`src/hdl/gkm_pkg.sv`:
```
// Shared types and constants of the 2-D Mahalanobis Gaussian kernel.
package gkm_pkg;

    localparam int COORD_BITS   = 16;
    localparam int RESULT_BITS  = 16;
    localparam int QUOT_BITS    = 23;
    localparam int NUM_BITS     = 48;
    localparam int DEN_BITS     = 64;
    localparam int U_BITS       = 30;
    localparam int TAYLOR_TERMS = 10;
    localparam int N_BITS       = 8;

    localparam logic [16:0] LOG2E_Q16 = 17'd94548;
    localparam logic [29:0] LN2_Q30   = 30'd744261118;

    typedef enum logic [1:0] {
        REG_VAR_X,
        REG_VAR_Y,
        REG_COV_XY,
        REG_KERNEL_WIDTH
    } cfg_reg_t;

    typedef struct packed {
        logic signed [COORD_BITS-1:0] offset_x;
        logic signed [COORD_BITS-1:0] offset_y;
    } sample_t;

    typedef struct packed {
        logic [RESULT_BITS-1:0] kernel_value;
        logic                   bad_covariance;
    } result_t;

    typedef struct packed {
        logic [COORD_BITS-1:0]        var_x;
        logic [COORD_BITS-1:0]        var_y;
        logic signed [COORD_BITS-1:0] cov_xy;
        logic [DEN_BITS-1:0]          denom;
        logic                         det_ok;
    } cfg_t;

    typedef struct packed {
        logic bad;
        logic force_zero;
        logic force_full;
    } tag_t;

endpackage

```
`src/hdl/gkm_cfg.sv`:
```
// Configuration registers and the derived denominator det*h^2.
module gkm_cfg (
    input  logic                          clk,
    input  logic                          rst_n,
    input  logic                          cfg_write,
    input  logic [1:0]                    cfg_index,
    input  logic [gkm_pkg::COORD_BITS-1:0] cfg_data,
    output gkm_pkg::cfg_t                 cfg
);
    import gkm_pkg::*;

    logic [COORD_BITS-1:0] var_x_reg, var_y_reg, cov_xy_reg, width_reg;
    logic [31:0]           vxvy_reg, cc_reg, hh_reg, hh2_reg;
    logic signed [33:0]    det_reg;
    logic signed [33:0]    det_next;
    logic signed [31:0]    cc_next;
    logic [47:0]           plo_reg, phi_reg;
    logic                  det_ok_reg;
    logic [DEN_BITS-1:0]   denom_reg;

    always_ff @(posedge clk or negedge rst_n)
    begin
        if (!rst_n)
        begin
            var_x_reg  <= COORD_BITS'(256);
            var_y_reg  <= COORD_BITS'(256);
            cov_xy_reg <= '0;
            width_reg  <= COORD_BITS'(256);
        end
        else if (cfg_write)
        begin
            unique case (cfg_reg_t'(cfg_index))
                REG_VAR_X:        var_x_reg  <= cfg_data;
                REG_VAR_Y:        var_y_reg  <= cfg_data;
                REG_COV_XY:       cov_xy_reg <= cfg_data;
                REG_KERNEL_WIDTH: width_reg  <= cfg_data;
            endcase
        end
    end

    assign cc_next  = $signed(cov_xy_reg) * $signed(cov_xy_reg);
    assign det_next = $signed({2'b00, vxvy_reg}) - $signed({2'b00, cc_reg});

    // products, then determinant, then split multiply, then sum
    always_ff @(posedge clk)
    begin
        vxvy_reg   <= var_x_reg * var_y_reg;
        cc_reg     <= cc_next;
        hh_reg     <= width_reg * width_reg;
        det_reg    <= det_next;
        hh2_reg    <= hh_reg;
        det_ok_reg <= !det_reg[33] && (det_reg != '0);
        plo_reg    <= det_reg[31:0] * hh2_reg[15:0];
        phi_reg    <= det_reg[31:0] * hh2_reg[31:16];
        denom_reg  <= {16'b0, plo_reg} + {phi_reg, 16'b0};
    end

    assign cfg.var_x  = var_x_reg;
    assign cfg.var_y  = var_y_reg;
    assign cfg.cov_xy = cov_xy_reg;
    assign cfg.denom  = denom_reg;
    assign cfg.det_ok = det_ok_reg;

endmodule

```
`config.mk`:
```
export PLATFORM = sky130hd
export DESIGN_NAME = gkm_cfg
export DESIGN_NICKNAME = d
export VERILOG_FILES = /design/src/hdl/gkm_pkg.sv /design/src/hdl/gkm_cfg.sv
export SDC_FILE = /design/constraint.sdc
export NUM_CORES = 2
export LEC_CHECK = 0
export BUFFER_PORTS_ARGS = -buffer_cell sky130_fd_sc_hd__buf_2
export CAP_MARGIN = 20
export CORE_UTILIZATION = 37
export CTS_CLUSTER_SIZE = 20
export DETAILED_ROUTE_END_ITERATION = 10
export PLACE_DENSITY = 0.48
export SYNTH_ARGS = -nofsm -noshare
export SYNTH_HDL_FRONTEND = slang
export SYNTH_SLANG_ARGS = --single-unit
export TNS_END_PERCENT = 1
```
`constraint.sdc`:
```
create_clock -name clk -period 20.4 [get_ports clk]
set_input_delay 5.1 -clock clk [delete_from_list [all_inputs] [get_ports clk]]
set_output_delay 5.1 -clock clk [all_outputs]
set_load 0.02 [all_outputs]
```
-- Word-level counts from Yosys, hierarchy flattened
Cells that the tools add are included.
- flip-flop bits (word level): 386
- bits in latches: 0
- memory bits (writable): 0
- memory bits (read-only): 0
- bits of input ports: 21
- output and inout bits: 113
- word-level logic and storage cells: 31
- memories: 0
- add/sub/neg operators: 2
- $mul: 5
- divide/modulo/power cells: 0
- order comparisons: 0
- equality and inequality tests: 3
- shift-type cells: 0
- muxes and demuxes: 0
- bitwise logic cells: 0
- reduce and logical (&&, ||, !) cells: 8
- operators with widths (operator ; count):
    $mul 16x16->32 ; 3
    $mul 32x16->48 ; 2
    $add 48x64->64 ; 1
    $reduce_bool 34->1 ; 1
    $sub 32x32->33 ; 1
    $reduce_and 2->1 ; 4
    $eq 2x2->1 const B ; 2
    $eq 2x1->1 const B ; 1
    $logic_not 2->1 ; 1
    $logic_and 1x1->1 ; 1
    $logic_not 1->1 ; 1

-- Depth between registers and ports, before layout
- word-level depth: 2
- depth in mapped cells: 27
- mapped depth without buffers: 25

-- Worst setup path after synthesis
No wires, ideal clock.
- path type: input port to flip-flop
- start: in cfg_index[1]
- end: reg var_x_reg[10]
- setup time: 0.125 ns
- data arrival time: 6.444 ns
- required time: 20.275 ns
- slack: 13.832 ns
- stages: 3
- buffers on the path: 1
- cells stage by stage: nor3b_1 clkbuf_1 mux2_2
- cells in the longest elaborated chain, start to end: 2
- RTL lines (item ; RTL line ; source):
    start, declared ; gkm_cfg.sv:6 ; input logic [1:0] cfg_index,
    $logic_not 2->1 ; gkm_cfg.sv:32 ; unique case (cfg_reg_t'(cfg_index))
    $reduce_and 2->1 (no line) ; - ;
    end signal, assigned ; gkm_cfg.sv:33 ; REG_VAR_X: var_x_reg <= cfg_data;
    end, declared ; gkm_cfg.sv:12 ; logic [COORD_BITS-1:0] var_x_reg, var_y_reg, cov_xy_reg, width_reg;
No other way between the ends.
A chain may end at the register's enable or synchronous reset.

-- Worst setup path after layout
- start: reg hh2_reg[10]
- end: reg plo_reg[46]
- cells in the longest elaborated chain, start to end: 1
- RTL lines (item ; RTL line ; source):
    start, declared ; gkm_cfg.sv:13 ; logic [31:0] vxvy_reg, cc_reg, hh_reg, hh2_reg;
    start signal, assigned ; gkm_cfg.sv:51 ; hh2_reg <= hh_reg;
    $mul 32x16->48 ; gkm_cfg.sv:53 ; plo_reg <= det_reg[31:0] * hh2_reg[15:0];
    end signal, assigned ; gkm_cfg.sv:53 ;
    end, declared ; gkm_cfg.sv:17 ; logic [47:0] plo_reg, phi_reg;
No other way between the ends.

==> impl_metrics.yaml <==
critical_path:
  start_kind: "register"
  r2r-start: "hh2_reg[10]$_DFF_P_"
  regToRegSetupSlack_ns: 12.68
  cp.arrival_ns: 8.32
  cp_max_fo: 32
  worstRegToRegCells: 21
  end_kind: "register"
  path_class: "register to register"
  required_ns: 21.01
  r2r-end: "plo_reg[46]$_DFF_P_"
route:
  drcViolationCount: 0
  via_count: 48100
  finalWirelength_um: 191000
  wl_per_cell_um: 19.2
  viasPerCell: 4.84
  ant_nets: 0
  dr.first_iter.drc_count: 2522
  first_pass_iters: 6
timing:
  final_max_slew_viol_count: 0
  fmax_mhz: 130
  max_slew_margin: 0.335
  period_needed_ns: 7.72
  worstMarginPinSlew_ns: 0.997
  finalSetupViolations: 0
  fin_crit_sh: 0.378
  finClkSkew_ns: 0.0316
  final_hold_viol_count: 0
  rsz0062_at_grt: "no"
  fin_setup_tns_ns: 0
hold_path:
  worstHoldStart: "plo_reg[14]$_DFF_P_"
  holdPathEnd: "denom_reg[14]$_DFF_P_"
  min_path_cells: 0
  min-delay-path-class: "register to register"
clock_network:
  clk_pin_slew_worst_paths_ns: 0.06
  cts_made_buffers: 58
  insertion_delay_ns: 0.70
  cts_setup_buffers: 0
  cts-root-buf: "clkbuf_16"
  clock_path_buffers: 3
  clock_sinks: 383
  post_cts_resized: 0
  postCtsHoldBufs: 0
  cts_tree: "built"
  cts_max_level: 2
outcome:
  status: "completed"
global_routing:
  grt_pass1_wl_um: 306000
  grt_pass1_vias: 53100
  grtUsageTotal: 0.213
  grt_max_degree: 51
  antenna_found_initial: 8
  grt_overflow_total: 0
layout:
  drive_gt1_frac: 0.0564
  layout_commonest_cell: "inv_1"
  area_growth_pct: 7.72
  multi_input_area_mm2: 0.0526
  fillers: 18800
  largest_reg_flops: 64
  fin_nets: 9478
  final_cell_mix: "1,820 x inv_1, 1,407 x fa_1, 905 x nand2_1"
  seq_area_mm2: 0.00801
logic_synthesis:
  syn_nets: 9493
  syn_inst: 7449
  yosysSeqAreaShare: 0.117
  synth_edf_count: 0
  ys_types: 77
  synth_ff_type: "dfxtp_1"
  syn_area_mm2: 0.0685
  yosysWarnings: 0
  synth-seq-cells: 383
  postSynthAreaPerCell_um2: 9.19
  async_reset_ff_frac: 0.167
floorplanning:
  die_h_um: 432
  die_area_mm2: 0.187
  initial_utilization: 0.373
  num_rows: 157
  die_x_um: 432
  core_area_mm2: 0.183
  io_pins: 134
placement:
  hpwl_um: 145000
  numPortBuffers: 133
  gp_congestion: 0.846
flow_run:
  cap_violations: 0
==> cells in the mapped netlist, types with 50 or more instances <==
cell         n  area (um^2)
a21o_1     111          833
a21oi_1    210         1050
and2_1     667         4170
clkbuf_1   284         1070
dfrtp_1     61         1530
dfxtp_1    319         6390
fa_1      1407        28200
ha_1       616         7710
inv_1     1820         6830
mux2_2      65          732
nand2_1    905         3400
nand3_1     50          250
nor2_1     162          608
o21ai_0    105          526
xnor2_1    185         1620
xor2_1      60          526
==> worst max path at each step <==
stage / from / end / slack [ns] / depth (start not counted)
after floorplan: cfg_index[1] / var_x_reg[10]$_DFFE_PN0P_ / 13.83 / 3
after global placement: hh2_reg[10]$_DFF_P_ / plo_reg[46]$_DFF_P_ / 12.94 / 21
after detailed placement: hh2_reg[10]$_DFF_P_ / plo_reg[46]$_DFF_P_ / 12.84 / 21
after CTS: hh2_reg[10]$_DFF_P_ / plo_reg[46]$_DFF_P_ / 12.78 / 21
after global routing: hh2_reg[10]$_DFF_P_ / plo_reg[46]$_DFF_P_ / 12.42 / 21
final: hh2_reg[10]$_DFF_P_ / plo_reg[46]$_DFF_P_ / 12.68 / 21
==> stage by stage <==
stage / setup WS, ns / std cells / hold slack, ns / utilization / cell area, um^2
finish: 12.68 / 9951 / 0.322 / 0.402 / 73800
global route: 12.42 / 9948 / 0.326 / 0.402 / 73800
CTS: 12.78 / 9948 / 0.325 / 0.402 / 73800
detailed placement: 12.84 / 9838 / 0.312 / 0.391 / 71800
global placement: 12.94 / 9837 / 0.311 / 0.391 / 71700
floorplan: 13.83 / 7449 / 0.310 / - / 68500
==> routing by layer <==
metal	global-route usage	vias to the layer above	part of all wire
li1	-	22100	-
met5	0	-	0
met2	0.379	1019	0.50
met4	0.0507	0	0.023
met1	0.278	24800	0.44
met3	0.0190	194	0.041
==> cell families after synthesis <==
| family | share of synthesized area |
|---|---|
| buf+inv | 0.116 |
| compound gates | 0.0604 |
| simple gates | 0.141 |
| mux | 0.0108 |
| xor+xnor | 0.0313 |
| flops | 0.117 |
| fa+ha+maj | 0.524 |
| other cells | 0.000110 |
==> worst max-delay path: stages (launching register included) <==
cell and delay (ns):
dfxtp_2 0.95, nand2_1 0.18, fa_1 0.57, inv_1 0.06, fa_1 0.57, fa_1 0.44, fa_1 0.48, fa_1 0.55
inv_1 0.07, fa_1 0.48, inv_1 0.04, ha_1 0.35, nand3_1 0.25, nor3_1 0.11, a32oi_1 0.32, a41oi_1 0.29
o21ai_1 0.59, a31oi_1 0.31, a221oi_1 0.55, nand3b_1 0.14, a21oi_1 0.19, xnor2_1 0.13
==> final cells by class <==
class | instances | share of cell area
antenna | 3 | 0.000102
clock buffer | 72 | 0.0216
timing repair buffer | 211 | 0.0171
inverter | 1823 | 0.0928
sequential | 383 | 0.109
tap | 2464 | 0.0418
clock inverter | 38 | 0.00550
multi-input combinational | 4957 | 0.713
Power is left out: the tool's default activity adds up to more than one toggle a clock period on the data nets, which glitch-free logic cannot reach.
